==> config.mk <==
export PLATFORM = sky130hd
export DESIGN_NAME = sha256_stream_hasher_top_flat
export DESIGN_NICKNAME = d
export VERILOG_FILES = /design/src/rtl/shash_pkg.sv /design/src/rtl/shash_if.sv /design/src/rtl/shash_front.sv /design/src/rtl/shash_compress.sv /design/src/rtl/shash_back.sv /design/src/rtl/sha256_stream_hasher_top.sv /design/src/flat_wrapper.sv
export SDC_FILE = /design/constraint.sdc
export NUM_CORES = 2
export LEC_CHECK = 0
export ABC_AREA = 1
export BUFFER_PORTS_ARGS = -buffer_cell sky130_fd_sc_hd__buf_4
export CAP_MARGIN = 10
export CORE_MARGIN = 10
export CORE_UTILIZATION = 30
export DETAILED_ROUTE_END_ITERATION = 6
export GPL_TIMING_DRIVEN = 0
export PLACE_DENSITY = 0.49
export SLEW_MARGIN = 5
export SYNTH_ARGS = -nofsm -noshare
export SYNTH_HDL_FRONTEND = slang
export SYNTH_SLANG_ARGS = --single-unit
==> constraint.sdc <==
create_clock -name clk -period 43.1 [get_ports clk]
set_input_delay 4.31 -clock clk [delete_from_list [all_inputs] [get_ports clk]]
set_output_delay 4.31 -clock clk [all_outputs]
set_load 0.005 [all_outputs]
==> src/rtl/shash_pkg.sv <==
// ----------------------------------------------------------------------------
// SHA-256 stream hasher package
// Shared types, round constants and the initial chaining value.
// ----------------------------------------------------------------------------
package shash_pkg;

  typedef logic [31:0] shash_word_t;
  typedef logic [0:7][31:0] shash_state_t;
  typedef logic [511:0] shash_block_t;

  // One queued input item after classification.
  typedef struct packed {
    logic       finish;
    logic [7:0] data;
  } shash_item_t;

  // Requests from the byte sequencer to the round unit.
  typedef struct packed {
    logic start;
    logic reinit;
  } shash_cmp_req_t;

  localparam int QUEUE_DEPTH = 4;

  localparam logic [7:0] PAD_BYTE   = 8'h80;
  localparam logic [5:0] FILL_LAST  = 6'd63;
  localparam logic [5:0] LEN_FILL   = 6'd55;
  localparam logic [2:0] IDX_LAST   = 3'd7;
  localparam logic [5:0] ROUND_LAST = 6'd63;

  localparam shash_state_t HASH_INIT = '{
    32'h6a09e667, 32'hbb67ae85, 32'h3c6ef372, 32'ha54ff53a,
    32'h510e527f, 32'h9b05688c, 32'h1f83d9ab, 32'h5be0cd19};

  localparam logic [0:63][31:0] ROUND_K = '{
    32'h428a2f98, 32'h71374491, 32'hb5c0fbcf, 32'he9b5dba5,
    32'h3956c25b, 32'h59f111f1, 32'h923f82a4, 32'hab1c5ed5,
    32'hd807aa98, 32'h12835b01, 32'h243185be, 32'h550c7dc3,
    32'h72be5d74, 32'h80deb1fe, 32'h9bdc06a7, 32'hc19bf174,
    32'he49b69c1, 32'hefbe4786, 32'h0fc19dc6, 32'h240ca1cc,
    32'h2de92c6f, 32'h4a7484aa, 32'h5cb0a9dc, 32'h76f988da,
    32'h983e5152, 32'ha831c66d, 32'hb00327c8, 32'hbf597fc7,
    32'hc6e00bf3, 32'hd5a79147, 32'h06ca6351, 32'h14292967,
    32'h27b70a85, 32'h2e1b2138, 32'h4d2c6dfc, 32'h53380d13,
    32'h650a7354, 32'h766a0abb, 32'h81c2c92e, 32'h92722c85,
    32'ha2bfe8a1, 32'ha81a664b, 32'hc24b8b70, 32'hc76c51a3,
    32'hd192e819, 32'hd6990624, 32'hf40e3585, 32'h106aa070,
    32'h19a4c116, 32'h1e376c08, 32'h2748774c, 32'h34b0bcb5,
    32'h391c0cb3, 32'h4ed8aa4a, 32'h5b9cca4f, 32'h682e6ff3,
    32'h748f82ee, 32'h78a5636f, 32'h84c87814, 32'h8cc70208,
    32'h90befffa, 32'ha4506ceb, 32'hbef9a3f7, 32'hc67178f2};

  function automatic shash_word_t rotr(input shash_word_t x, input int n);
    rotr = (x >> n) | (x << (32 - n));
  endfunction

  function automatic shash_word_t big_sigma0(input shash_word_t x);
    big_sigma0 = rotr(x, 2) ^ rotr(x, 13) ^ rotr(x, 22);
  endfunction

  function automatic shash_word_t big_sigma1(input shash_word_t x);
    big_sigma1 = rotr(x, 6) ^ rotr(x, 11) ^ rotr(x, 25);
  endfunction

  function automatic shash_word_t small_sigma0(input shash_word_t x);
    small_sigma0 = rotr(x, 7) ^ rotr(x, 18) ^ (x >> 3);
  endfunction

  function automatic shash_word_t small_sigma1(input shash_word_t x);
    small_sigma1 = rotr(x, 17) ^ rotr(x, 19) ^ (x >> 10);
  endfunction

endpackage

==> src/rtl/shash_if.sv <==
// ----------------------------------------------------------------------------
// SHA-256 stream hasher channel interfaces
// Valid/ready channels for message items and digest words.
// ----------------------------------------------------------------------------
interface shash_in_if;
  logic       valid;
  logic       ready;
  logic       op;
  logic [7:0] data_byte;

  modport source (output valid, output op, output data_byte, input ready);
  modport sink (input valid, input op, input data_byte, output ready);
endinterface

interface shash_out_if;
  logic        valid;
  logic        ready;
  logic [31:0] digest_word;
  logic [2:0]  word_index;
  logic        last_word;

  modport source (output valid, output digest_word, output word_index,
                  output last_word, input ready);
  modport sink (input valid, input digest_word, input word_index,
                input last_word, output ready);
endinterface

==> src/rtl/shash_front.sv <==
// ----------------------------------------------------------------------------
// SHA-256 stream hasher front end
// Accepts input transactions, tags them as data or finish, and queues them.
// ----------------------------------------------------------------------------
module shash_front #(
  parameter int Depth = shash_pkg::QUEUE_DEPTH
) (
  input  logic                  clk,
  input  logic                  rst_n,
  shash_in_if.sink              in_chan,
  output logic                  q_valid,
  output shash_pkg::shash_item_t q_item,
  input  logic                  q_pop
);
  import shash_pkg::*;

  localparam int PtrW = (Depth > 1) ? $clog2(Depth) : 1;
  localparam int CntW = $clog2(Depth + 1);

  shash_item_t         queue_r [Depth];
  logic [PtrW-1:0]     head_r, head_nxt;
  logic [PtrW-1:0]     tail_r, tail_nxt;
  logic [CntW-1:0]     count_r, count_nxt;
  logic                push;
  shash_item_t         item_in;

  assign in_chan.ready = (count_r != CntW'(Depth));
  assign push          = in_chan.valid && in_chan.ready;
  assign q_valid       = (count_r != '0);
  assign q_item        = queue_r[head_r];

  always_comb begin
    item_in.finish = in_chan.op;
    item_in.data   = in_chan.op ? 8'h00 : in_chan.data_byte;
  end

  always_comb begin
    head_nxt  = head_r;
    tail_nxt  = tail_r;
    count_nxt = count_r;
    if (push) begin
      tail_nxt = (tail_r == PtrW'(Depth - 1)) ? '0 : tail_r + 1'b1;
    end
    if (q_pop) begin
      head_nxt = (head_r == PtrW'(Depth - 1)) ? '0 : head_r + 1'b1;
    end
    if (push && !q_pop) begin
      count_nxt = count_r + 1'b1;
    end else if (!push && q_pop) begin
      count_nxt = count_r - 1'b1;
    end
  end

  always_ff @(posedge clk) begin
    if (!rst_n) begin
      head_r  <= '0;
      tail_r  <= '0;
      count_r <= '0;
    end else begin
      head_r  <= head_nxt;
      tail_r  <= tail_nxt;
      count_r <= count_nxt;
    end
  end

  always_ff @(posedge clk) begin
    if (push) begin
      queue_r[tail_r] <= item_in;
    end
  end

endmodule

==> src/rtl/shash_compress.sv <==
// ----------------------------------------------------------------------------
// SHA-256 round unit
// Holds the chaining state and runs one compression round per cycle.
// ----------------------------------------------------------------------------
module shash_compress (
  input  logic                     clk,
  input  logic                     rst_n,
  input  shash_pkg::shash_cmp_req_t cmp_req,
  input  shash_pkg::shash_block_t  block_in,
  output logic                     busy,
  output shash_pkg::shash_state_t  chain
);
  import shash_pkg::*;

  typedef enum logic [1:0] {
    CS_IDLE,
    CS_ROUND,
    CS_FOLD
  } cstate_t;

  cstate_t              state_r;
  shash_state_t         chain_r;
  shash_state_t         work_r, work_nxt;
  logic [0:15][31:0]    sched_r, sched_nxt;
  logic [5:0]           round_r;
  shash_word_t          t1, t2, w_new;

  assign busy  = (state_r != CS_IDLE);
  assign chain = chain_r;

  always_comb begin
    t1 = work_r[7] + big_sigma1(work_r[4])
         + ((work_r[4] & work_r[5]) ^ (~work_r[4] & work_r[6]))
         + ROUND_K[round_r] + sched_r[0];
    t2 = big_sigma0(work_r[0])
         + ((work_r[0] & work_r[1]) ^ (work_r[0] & work_r[2]) ^ (work_r[1] & work_r[2]));
    w_new = small_sigma1(sched_r[14]) + sched_r[9] + small_sigma0(sched_r[1]) + sched_r[0];

    work_nxt[0] = t1 + t2;
    work_nxt[1] = work_r[0];
    work_nxt[2] = work_r[1];
    work_nxt[3] = work_r[2];
    work_nxt[4] = work_r[3] + t1;
    work_nxt[5] = work_r[4];
    work_nxt[6] = work_r[5];
    work_nxt[7] = work_r[6];

    // The schedule window slides by one word per round.
    for (int j = 0; j < 15; j++) begin
      sched_nxt[j] = sched_r[j+1];
    end
    sched_nxt[15] = w_new;
  end

  always_ff @(posedge clk) begin
    if (!rst_n) begin
      state_r <= CS_IDLE;
      chain_r <= HASH_INIT;
      round_r <= '0;
    end else begin
      case (state_r)
        CS_IDLE: begin
          if (cmp_req.start) begin
            state_r <= CS_ROUND;
            round_r <= '0;
            work_r  <= chain_r;
            for (int j = 0; j < 16; j++) begin
              sched_r[j] <= block_in[511 - 32*j -: 32];
            end
          end else if (cmp_req.reinit) begin
            chain_r <= HASH_INIT;
          end
        end
        CS_ROUND: begin
          work_r  <= work_nxt;
          sched_r <= sched_nxt;
          round_r <= round_r + 1'b1;
          if (round_r == ROUND_LAST) begin
            state_r <= CS_FOLD;
          end
        end
        CS_FOLD: begin
          for (int j = 0; j < 8; j++) begin
            chain_r[j] <= chain_r[j] + work_r[j];
          end
          state_r <= CS_IDLE;
        end
        default: begin
          state_r <= CS_IDLE;
        end
      endcase
    end
  end

endmodule

==> src/rtl/shash_back.sv <==
// ----------------------------------------------------------------------------
// SHA-256 stream hasher back end
// Fills the block buffer, pads finished messages and emits the digest words.
// ----------------------------------------------------------------------------
module shash_back (
  input  logic                      clk,
  input  logic                      rst_n,
  input  logic                      q_valid,
  input  shash_pkg::shash_item_t    q_item,
  output logic                      q_pop,
  output shash_pkg::shash_cmp_req_t cmp_req,
  output shash_pkg::shash_block_t   cmp_block,
  input  logic                      cmp_busy,
  input  shash_pkg::shash_state_t   chain,
  shash_out_if.source               out_chan
);
  import shash_pkg::*;

  typedef enum logic [2:0] {
    ST_ABSORB,
    ST_PAD80,
    ST_ZERO,
    ST_LEN,
    ST_DRAIN,
    ST_EMIT
  } bstate_t;

  bstate_t      state_r, state_nxt;
  shash_block_t blk_r, blk_nxt;
  logic [5:0]   fill_r, fill_nxt;
  logic [63:0]  msg_r, msg_nxt;
  logic [63:0]  len_r, len_nxt;
  logic [2:0]   len_cnt_r, len_cnt_nxt;
  logic [2:0]   idx_r, idx_nxt;
  logic         out_valid_r, out_valid_nxt;
  shash_word_t  out_word_r, out_word_nxt;
  logic [2:0]   out_index_r, out_index_nxt;
  logic         out_last_r, out_last_nxt;
  logic         push_req, push_stall, push_ok;
  logic [7:0]   push_data;

  // The buffer cannot take its last byte while the round unit is still busy.
  assign push_stall = (fill_r == FILL_LAST) && cmp_busy;
  assign push_ok    = push_req && !push_stall;
  assign cmp_block  = {blk_r[503:0], push_data};

  assign out_chan.valid       = out_valid_r;
  assign out_chan.digest_word = out_word_r;
  assign out_chan.word_index  = out_index_r;
  assign out_chan.last_word   = out_last_r;

  always_comb begin
    state_nxt      = state_r;
    blk_nxt        = blk_r;
    fill_nxt       = fill_r;
    msg_nxt        = msg_r;
    len_nxt        = len_r;
    len_cnt_nxt    = len_cnt_r;
    idx_nxt        = idx_r;
    out_valid_nxt  = out_valid_r && !out_chan.ready;
    out_word_nxt   = out_word_r;
    out_index_nxt  = out_index_r;
    out_last_nxt   = out_last_r;
    push_req       = 1'b0;
    push_data      = 8'h00;
    q_pop          = 1'b0;
    cmp_req.start  = 1'b0;
    cmp_req.reinit = 1'b0;

    case (state_r)
      ST_ABSORB: begin
        if (q_valid) begin
          if (q_item.finish) begin
            q_pop     = 1'b1;
            len_nxt   = {msg_r[60:0], 3'b000};
            msg_nxt   = '0;
            state_nxt = ST_PAD80;
          end else begin
            push_req  = 1'b1;
            push_data = q_item.data;
            if (!push_stall) begin
              q_pop   = 1'b1;
              msg_nxt = msg_r + 64'd1;
            end
          end
        end
      end
      ST_PAD80: begin
        push_req  = 1'b1;
        push_data = PAD_BYTE;
        if (!push_stall) begin
          state_nxt = (fill_r == LEN_FILL) ? ST_LEN : ST_ZERO;
        end
      end
      ST_ZERO: begin
        push_req = 1'b1;
        if (!push_stall && fill_r == LEN_FILL) begin
          state_nxt = ST_LEN;
        end
      end
      ST_LEN: begin
        push_req  = 1'b1;
        push_data = len_r[63:56];
        if (!push_stall) begin
          len_nxt     = {len_r[55:0], 8'h00};
          len_cnt_nxt = len_cnt_r + 1'b1;
          if (len_cnt_r == IDX_LAST) begin
            state_nxt = ST_DRAIN;
          end
        end
      end
      ST_DRAIN: begin
        if (!cmp_busy) begin
          idx_nxt   = '0;
          state_nxt = ST_EMIT;
        end
      end
      ST_EMIT: begin
        if (!out_valid_r || out_chan.ready) begin
          out_valid_nxt = 1'b1;
          out_word_nxt  = chain[idx_r];
          out_index_nxt = idx_r;
          out_last_nxt  = (idx_r == IDX_LAST);
          idx_nxt       = idx_r + 1'b1;
          if (idx_r == IDX_LAST) begin
            cmp_req.reinit = 1'b1;
            state_nxt      = ST_ABSORB;
          end
        end
      end
      default: begin
        state_nxt = ST_ABSORB;
      end
    endcase

    if (push_ok) begin
      blk_nxt  = cmp_block;
      fill_nxt = fill_r + 1'b1;
      if (fill_r == FILL_LAST) begin
        cmp_req.start = 1'b1;
      end
    end
  end

  always_ff @(posedge clk) begin
    if (!rst_n) begin
      state_r     <= ST_ABSORB;
      fill_r      <= '0;
      msg_r       <= '0;
      len_cnt_r   <= '0;
      idx_r       <= '0;
      out_valid_r <= 1'b0;
    end else begin
      state_r     <= state_nxt;
      fill_r      <= fill_nxt;
      msg_r       <= msg_nxt;
      len_cnt_r   <= len_cnt_nxt;
      idx_r       <= idx_nxt;
      out_valid_r <= out_valid_nxt;
    end
    blk_r       <= blk_nxt;
    len_r       <= len_nxt;
    out_word_r  <= out_word_nxt;
    out_index_r <= out_index_nxt;
    out_last_r  <= out_last_nxt;
  end

endmodule

==> src/rtl/sha256_stream_hasher_top.sv <==
// ----------------------------------------------------------------------------
// SHA-256 stream hasher
// Hashes a byte stream and returns the eight digest words on each finish.
//
//   Channel   Direction  Payload                              Transaction
//   in_chan   input      op, data_byte                        valid && ready
//   out_chan  output     digest_word, word_index, last_word   valid && ready
//
// Data bytes are absorbed at one per cycle; a full block starts the round unit,
// which loads it, runs 64 rounds and folds into the chaining state. A finish
// pads at one byte per cycle, waits for the last compression and hands out
// eight words, one per cycle while the sink is ready. A block's last byte waits
// for a busy round unit. Reset loads the initial hash values and empties the
// input queue, which keeps accepting while the back end pads or emits.
// ----------------------------------------------------------------------------
module sha256_stream_hasher_top #(
  parameter int QueueDepth = shash_pkg::QUEUE_DEPTH
) (
  input  logic        clk,
  input  logic        rst_n,
  shash_in_if.sink    in_chan,
  shash_out_if.source out_chan
);
  import shash_pkg::*;

  logic           q_valid;
  logic           q_pop;
  shash_item_t    q_item;
  shash_cmp_req_t cmp_req;
  shash_block_t   cmp_block;
  logic           cmp_busy;
  shash_state_t   chain;

  shash_front #(
    .Depth(QueueDepth)
  ) u_front (
    .clk    (clk),
    .rst_n  (rst_n),
    .in_chan(in_chan),
    .q_valid(q_valid),
    .q_item (q_item),
    .q_pop  (q_pop)
  );

  shash_back u_back (
    .clk      (clk),
    .rst_n    (rst_n),
    .q_valid  (q_valid),
    .q_item   (q_item),
    .q_pop    (q_pop),
    .cmp_req  (cmp_req),
    .cmp_block(cmp_block),
    .cmp_busy (cmp_busy),
    .chain    (chain),
    .out_chan (out_chan)
  );

  shash_compress u_compress (
    .clk     (clk),
    .rst_n   (rst_n),
    .cmp_req (cmp_req),
    .block_in(cmp_block),
    .busy    (cmp_busy),
    .chain   (chain)
  );

  // A block is never handed to the round unit while it is still working.
  a_start_idle: assert property (@(posedge clk) disable iff (!rst_n)
    cmp_req.start |-> !cmp_busy)
    else $error("compression started while busy");

  a_start_busy: assert property (@(posedge clk) disable iff (!rst_n)
    cmp_req.start |=> cmp_busy)
    else $error("round unit did not pick up a block");

  a_reinit_idle: assert property (@(posedge clk) disable iff (!rst_n)
    cmp_req.reinit |-> (!cmp_busy && !cmp_req.start))
    else $error("chaining state reloaded during a compression");

  a_pop_valid: assert property (@(posedge clk) disable iff (!rst_n)
    q_pop |-> q_valid)
    else $error("pop from an empty input queue");

endmodule
==> src/flat_wrapper.sv <==
// flat-port wrapper written by rule: the top's interface ports become plain ports
module sha256_stream_hasher_top_flat import shash_pkg::*;
#(
  parameter int QueueDepth = shash_pkg::QUEUE_DEPTH
)
  (clk, rst_n, in_chan_valid, in_chan_op, in_chan_data_byte, in_chan_ready, out_chan_valid, out_chan_digest_word, out_chan_word_index, out_chan_last_word, out_chan_ready);
  shash_in_if in_chan_i ();
  shash_out_if out_chan_i ();
  input  logic clk;
  input  logic rst_n;
  input wire logic [$bits(in_chan_i.valid)-1:0] in_chan_valid;
  input wire logic [$bits(in_chan_i.op)-1:0] in_chan_op;
  input wire logic [$bits(in_chan_i.data_byte)-1:0] in_chan_data_byte;
  output wire logic [$bits(in_chan_i.ready)-1:0] in_chan_ready;
  output wire logic [$bits(out_chan_i.valid)-1:0] out_chan_valid;
  output wire logic [$bits(out_chan_i.digest_word)-1:0] out_chan_digest_word;
  output wire logic [$bits(out_chan_i.word_index)-1:0] out_chan_word_index;
  output wire logic [$bits(out_chan_i.last_word)-1:0] out_chan_last_word;
  input wire logic [$bits(out_chan_i.ready)-1:0] out_chan_ready;
  assign in_chan_i.valid = in_chan_valid;
  assign in_chan_i.op = in_chan_op;
  assign in_chan_i.data_byte = in_chan_data_byte;
  assign in_chan_ready = in_chan_i.ready;
  assign out_chan_valid = out_chan_i.valid;
  assign out_chan_digest_word = out_chan_i.digest_word;
  assign out_chan_word_index = out_chan_i.word_index;
  assign out_chan_last_word = out_chan_i.last_word;
  assign out_chan_i.ready = out_chan_ready;
  sha256_stream_hasher_top #(.QueueDepth(QueueDepth)) u_core (.clk(clk), .rst_n(rst_n), .in_chan(in_chan_i), .out_chan(out_chan_i));
endmodule
### Word level (Yosys, flattened, before mapping)

Memory sizes are Yosys's and may differ from the RTL's. A register that Yosys moved wholly into a read port is not among the register bits.
Index checks and enable logic that the tools add are counted.

* multiplexer cells: 63
* bitwise operators: 30
* magnitude comparators: 2
* add/subtract/negate cells: 27
* equality and inequality tests: 29
* reduce and logical (&&, ||, !) cells: 33

Operators by type and width (number)
* one-hot mux 256 bit (2 select lines): 2
* one-hot mux 512 bit (2 select lines): 1
* 2-to-1 mux 256 bit: 3
* adder 32 bit: 18
* 2-to-1 mux 512 bit: 1
* 2-to-1 mux 64 bit: 5
* XOR 32 bit: 9
* AND 32 bit: 5
* 2-to-1 mux 32 bit: 4
* one-hot mux 64 bit (2 select lines): 1
* binary-select mux 32 bit (select 3 bit): 1
* adder 64 x 1 -> 64 bit (second input constant): 1
* 2-to-1 mux 3 bit: 13
* inverter 32 bit: 1
* OR 10 x 32 -> 32 bit: 1
* OR 13 x 32 -> 32 bit: 1
* OR 14 x 32 -> 32 bit: 1
* OR 15 x 32 -> 32 bit: 1
* OR 19 x 32 -> 32 bit: 1
* OR 21 x 32 -> 32 bit: 1
* OR 25 x 32 -> 32 bit: 1
* OR 26 x 32 -> 32 bit: 1
* OR 30 x 32 -> 32 bit: 1
* OR 7 x 32 -> 32 bit: 1
* 42 further kinds: 109

* memories kept: 2
* bits in read-only memories: 2048
* register bits: 1723
* bits of input ports: 13
* memory bits (writable): 36
* word-level logic and storage cells: 234

Memory list
* (no name shown): words 64, width 32, read ports 1, clocked after Yosys merged registers in 0, wr ports 0, line shash_compress.sv:34 `+ ROUND_K[round_r] + sched_r[0];`
* u_core.u_front.queue_r: words 4, width 9, read ports 1, clocked after Yosys merged registers in 1, wr ports 1, line shash_front.sv:20 `shash_item_t queue_r [Depth];`

### Longest topological paths before layout

* word-level depth: 9
* gate-level depth with buffers: 42
* gate-level depth less buffers: 41

### Cells and area by module

From an unflattened synthesis, not the netlist that was laid out.

* cells, all modules: 12390
* area, all modules: 103001.3 um^2

By module, submodules not included
* shash_compress: cells each 10188, sequential area each 28347.2 um^2, area an instance 75378.5 um^2, instances 1
* shash_back: cells each 2034, sequential area each 19588.8 um^2, area an instance 25629.6 um^2, instances 1
* shash_front: cells each 168, sequential area each 1261.2 um^2, area an instance 1993.2 um^2, instances 1

### Least setup slack after synthesis

No wires, ideal clock.

* path type: input -> register
* start point: input port rst_n
* end point: register u_core.u_compress.sched_r, in the netlist u_core.u_compress.sched_nxt[100], enable pin
* setup slack: 4539 ps
* setup time: 1919 ps
* data required time: 41181 ps
* arrival time: 36642 ps
* stages on the path: 4
* cell sequence: clkbuf_1 -> inv_2 -> clkbuf_1 -> nor2_1

* word-level cells in the longest chain between the ends: 1

RTL lines
* start, declared: line flat_wrapper.sv:10 `input logic rst_n;`
* AND reduction 3 bit (no line)
* end signal, assigned by index: line shash_compress.sv:68 `sched_r[j] <= block_in[511 - 32*j -: 32];`
* end signal, assigned: line shash_compress.sv:76 `sched_r <= sched_nxt;`
* end, declared: line shash_compress.sv:24 `logic [0:15][31:0] sched_r, sched_nxt;`

Every way passes these cells.
A chain may end at the register's enable or synchronous reset.

### Final worst setup path

* start point: register u_core.u_compress.round_r[1]
* end point: register u_core.u_compress.work_r, in the netlist u_core.u_compress.work_nxt[215] (data pin)

* word-level cells in the longest chain between the ends: 8

RTL lines
* start, declared: line shash_compress.sv:25 `logic [5:0] round_r;`
* start signal, assigned: line shash_compress.sv:77 `round_r <= round_r + 1'b1;`
* inverter 6 -> 7 bit (implied by the code): line shash_compress.sv:34
* memory (64 x 32 bit)
* 2-to-1 mux 32 bit (implied by the code) (2 in series): line shash_compress.sv:34
* adder 32 bit (2 in series): line shash_compress.sv:34
* adder 32 bit: line shash_compress.sv:39 `work_nxt[0] = t1 + t2;`
* one-hot mux 256 bit (2 select lines): line shash_compress.sv:61 `case (state_r)`
* end signal, assigned: line shash_compress.sv:66 `work_r <= chain_r;`
* end signal, assigned: line shash_compress.sv:75 `work_r <= work_nxt;`
* end, declared: line shash_compress.sv:23 `shash_state_t work_r, work_nxt;`

Every way passes these cells. The select of a mux whose other input is x is not followed.

==> flow_summary_export.csv <==
group,metric,value,unit
pwr,cellPowerDensity,42.7,nW/µm²
logic_synthesis,synth_top_family_by_area,"simple AND/OR/NAND/NOR gates",
cts,cts_sinks,1755,
logic_synthesis,syn_nets,12400,
logic_synthesis,synth_adder_area_share,8.98,%
die,num_io_pins,51,
cts,cts.clk_slew.worst_paths,60,ps
logic_synthesis,synth.area.top_cells,"edfxtp_1 (42%), nand2_1 (13%), dfxtp_1 (6.9%)",
routing,drtAntennaViolNets,0,
global_route,grt_pass1_vias,81800,
placement,port-buffer-count,49,
routing,wl_per_cell,26.7,µm
setup_path,crit_path_top_delay_cell,"xor2_1",
logic_synthesis,ys.flop_type,"edfxtp_1",
die,die_w,600,µm
cts,cts.htree.levels,4,
logic_synthesis,synth_edf_count,1405,
logic_synthesis,synth_warnings,0,
pwr,irDropWorstVdd,0.0571,mV
routing,first_iter_violations,11600,
placement,hpwlAfterDp,353000,µm
job,cap_violations,1,
global_route,grt_usage,23.5,%
setup_path,worstSetupPathType,"reg -> reg",
global_route,antenna_found_initial,36,
setup_path,ff2ff_path_depth,33,
timing,finClkSkew,69.3,ps
timing,period_needed,9850,ps
worst_hold_path,min_path_type,"reg -> reg",
setup_path,worst_ep_required_time,43700,ps
global_route,grt_pass1_wl,618000,µm
placement,gp_congestion,1.01,
cts,cts_buffers,210,
timing,max_slew.worst_pin.slew,1510,ps
cts,postCtsHoldBufs,0,
setup_path,crit_path_frequent_cell,"inv_1",
placement,dp_cells,16400,
timing,fmax,0.102,GHz
pwr,power_leakage,0.0467,µW
timing,maxSlewHeadroom,-0.913,%
worst_hold_path,hold_depth,0,
setup_path,critPathArrivalTime,10450,ps
logic_synthesis,syn_area_per_cell,8.60,µm²
setup_path,cp_max_fo,8,
outcome,failed_checks,"design-rule violations, max-capacitance violations, max-slew violations",
global_route,grt.overflow.total,0,
logic_synthesis,synth.top_cell.area_share,41.8,%
setup_path,slowest_delay,600,ps
logic_synthesis,synth-simple-area-share,19.8,%
die,fp-row-count,213,
logic_synthesis,muxShareOfSynthArea,0,%
logic_synthesis,async_flop_share,0,%
timing,finalSetupViolations,0,
logic_synthesis,synth_compound_gate_area_share,13.0,%
layout,areaGrowthSynthToFinish,13.8,%
die,coreArea,336000,µm²
logic_synthesis,netlist_instances,11700,
cts,root_buffer,"clkbuf_16",
timing,final.setup.tns,0,ps
die,die-height,600,µm
timing,finalHoldViolCount,0,
layout,utilization,34.2,%
cts,post_cts_resized,0,
timing,slew_violations,11,
layout,layout-drive-gt1-share,4.89,%
logic_synthesis,yosysUniqueCellTypes,77,
layout,layout.nets,12700,
routing,viasPerCell,5.23,
layout,finalNonFillerCells,16800,
setup_path,cp-start-kind,"register",
cts,postCtsSetupRepairBufs,0,
routing,drc,24,
timing,fin_crit_sh,22.9,%
cts,cts_buffer_depth,4,
cts,insertion_delay,920,ps
logic_synthesis,synth-xor-area-share,3.10,%
placement,placed_cell_area,108000,µm²
timing,rsz0062_at_grt,"false",
setup_path,end_kind,"register",
routing,first_pass_iters,7,
global_route,grt_max_degree,116,
die,start_util,30.1,%
outcome,status,"finished with violations",
routing,vias,87700,
die,die-area,360000,µm²
layout,design_area,115000,µm²
logic_synthesis,yosys.area.top_type,"edfxtp_1",
routing,totalWireLength,446000,µm
logic_synthesis,ys_seq_area_share,48.7,%
logic_synthesis,ys_ff_latch,1755,
logic_synthesis,syn-cell-area,101000,µm²
cts,cts_tree,"yes",
## placed cells by master, fill, tap and decap left out, drive strengths merged, types with 31 or more instances in the layout
cell type and instances:
a21boi 40, a21o 54, a21oi 856, a31oi 69
buf 212, clkbuf 598, clkinv 62, dfxtp 350
edfxtp 1405, fa 196, ha 411, inv 1289
nand2 3489, nand3 414, nand3b 31, nand4 111
nor2 701, nor3 123, nor4 31, o211ai 45
o21a 32, o21ai 1062, o21bai 63, o22ai 41
xnor2 155, xor2 203
## cells in the mapped netlist, types with 20 or more instances
cell type and count:
nand4_1 110, o221ai_1 28, o21a_1 32, a21boi_0 32, a21oi_1 854, a21o_1 54, xnor2_1 155, fa_1 196
nand3b_1 31, a31oi_1 69, buf_1 36, o21ai_1 20, nand3_1 409, o211ai_1 44, nor4_1 30, or2_2 21
nand2_1 3477, nor2_1 684, clkbuf_1 303, inv_1 1265, buf_2 71, o21bai_1 63, o21ai_0 1040, ha_1 411
xor2_1 203, nor3_1 112, edfxtp_1 1405, dfxtp_1 350, o22ai_1 41
## layer usage
metal / up-vias / GRT usage [%] / part of all wire, %
met5: - / 0 / 0.030
met1: 42500 / 33.6 / 44
met2: 4178 / 34.2 / 41
met3: 843 / 5.57 / 9.9
met4: 16 / 8.89 / 4.5
li1: 40100 / - / -
## per-stage QoR
stage / setup WS (ps) / hold slack, ps / total power, µW
global placement: -16760 / 428 / 3410
global route: 32720 / 411 / 5120
floorplan: 4540 / 427 / 3040
finish: 33250 / 405 / 4910
detailed placement: 33580 / 432 / 3170
CTS: 33560 / 389 / 4950
## final timing paths
kind                                      from                               to  slack (ps)
setup / recovery  u_core.u_compress.round_r[1]  u_core.u_compress.work_nxt[215]       33250
setup reg to reg  u_core.u_compress.round_r[1]  u_core.u_compress.work_nxt[215]       33250
hold / removal         u_core.u_back.blk_r[56]          u_core.u_back.blk_r[64]         410
hold reg to reg        u_core.u_back.blk_r[56]          u_core.u_back.blk_r[64]         410
## logic make-up after synthesis
group / Yosys count
AOI/OAI and AO/OA: 2379
buffers and inverters: 1702
xor gates and xnor gates: 358
and+or+nand+nor: 4941
DFF: 1755
adders and majority gates: 608
## where the power goes
| group | internal (µW) | switching, µW |
|---|---|---|
| Sequential | 2380 | 158 |
| Combinational | 149 | 451 |
| Clock | 1010 | 758 |
| Total | 3550 | 1370 |
## state kept, by name (all words and copies together), names as in the netlist, named ones only
| name | cells |
|---|---|
| u_core.u_compress.work_r | 64 |
| u_core.u_back.len_r | 61 |
| u_core.u_compress.chain | 256 |
| u_core.u_back.len_cnt_r | 3 |
| u_core.u_back.state_r | 3 |
| u_core.u_compress.sched_nxt | 480 |
| u_core.u_compress.work_nxt | 192 |
| u_core.u_back.msg_r | 61 |
| u_core.u_compress.round_r | 6 |
| u_core.u_back.idx_r | 3 |
| u_core.u_back.blk_r | 504 |
| u_core.u_back.fill_r | 6 |
| u_core.u_compress.sched_r | 32 |
| u_core.u_back.out_chan.digest_word | 32 |
| u_core.u_back.out_chan.last_word | 1 |
| u_core.u_compress.state_r | 2 |
| u_core.u_front.queue_r | 36 |
| u_core.u_front.count_r | 3 |
| u_core.u_back.out_chan.valid | 1 |
| u_core.u_front.head_r | 2 |
| u_core.u_front.tail_r | 2 |
| u_core.u_back.out_chan.word_index | 3 |
## critical path: cells and delay by family, from the launching register on
family                     cells  cell delay [ps]
AOI/OAI and AO/OA             10             2430
xor gates and xnor gates       1              600
adders and majority gates      6             2540
buffers and inverters         10             2120
DFF                            1              450
and+or+nand+nor                6             1400
## layout make-up
| type | count | area (µm²) |
|---|---|---|
| clock inverters | 87 | 851 |
| fillers | 35300 | 221000 |
| diodes | 16 | 40.0 |
| clock buffers | 291 | 5820 |
| multi-input cells | 8286 | 45300 |
| well taps | 4515 | 5650 |
| repair buffers | 100 | 1490 |
| inverters | 1283 | 4830 |
| plain buffers | 419 | 1730 |
| flip-flops and latches | 1755 | 49200 |
Note: power is estimated with default switching activity, not from simulation.
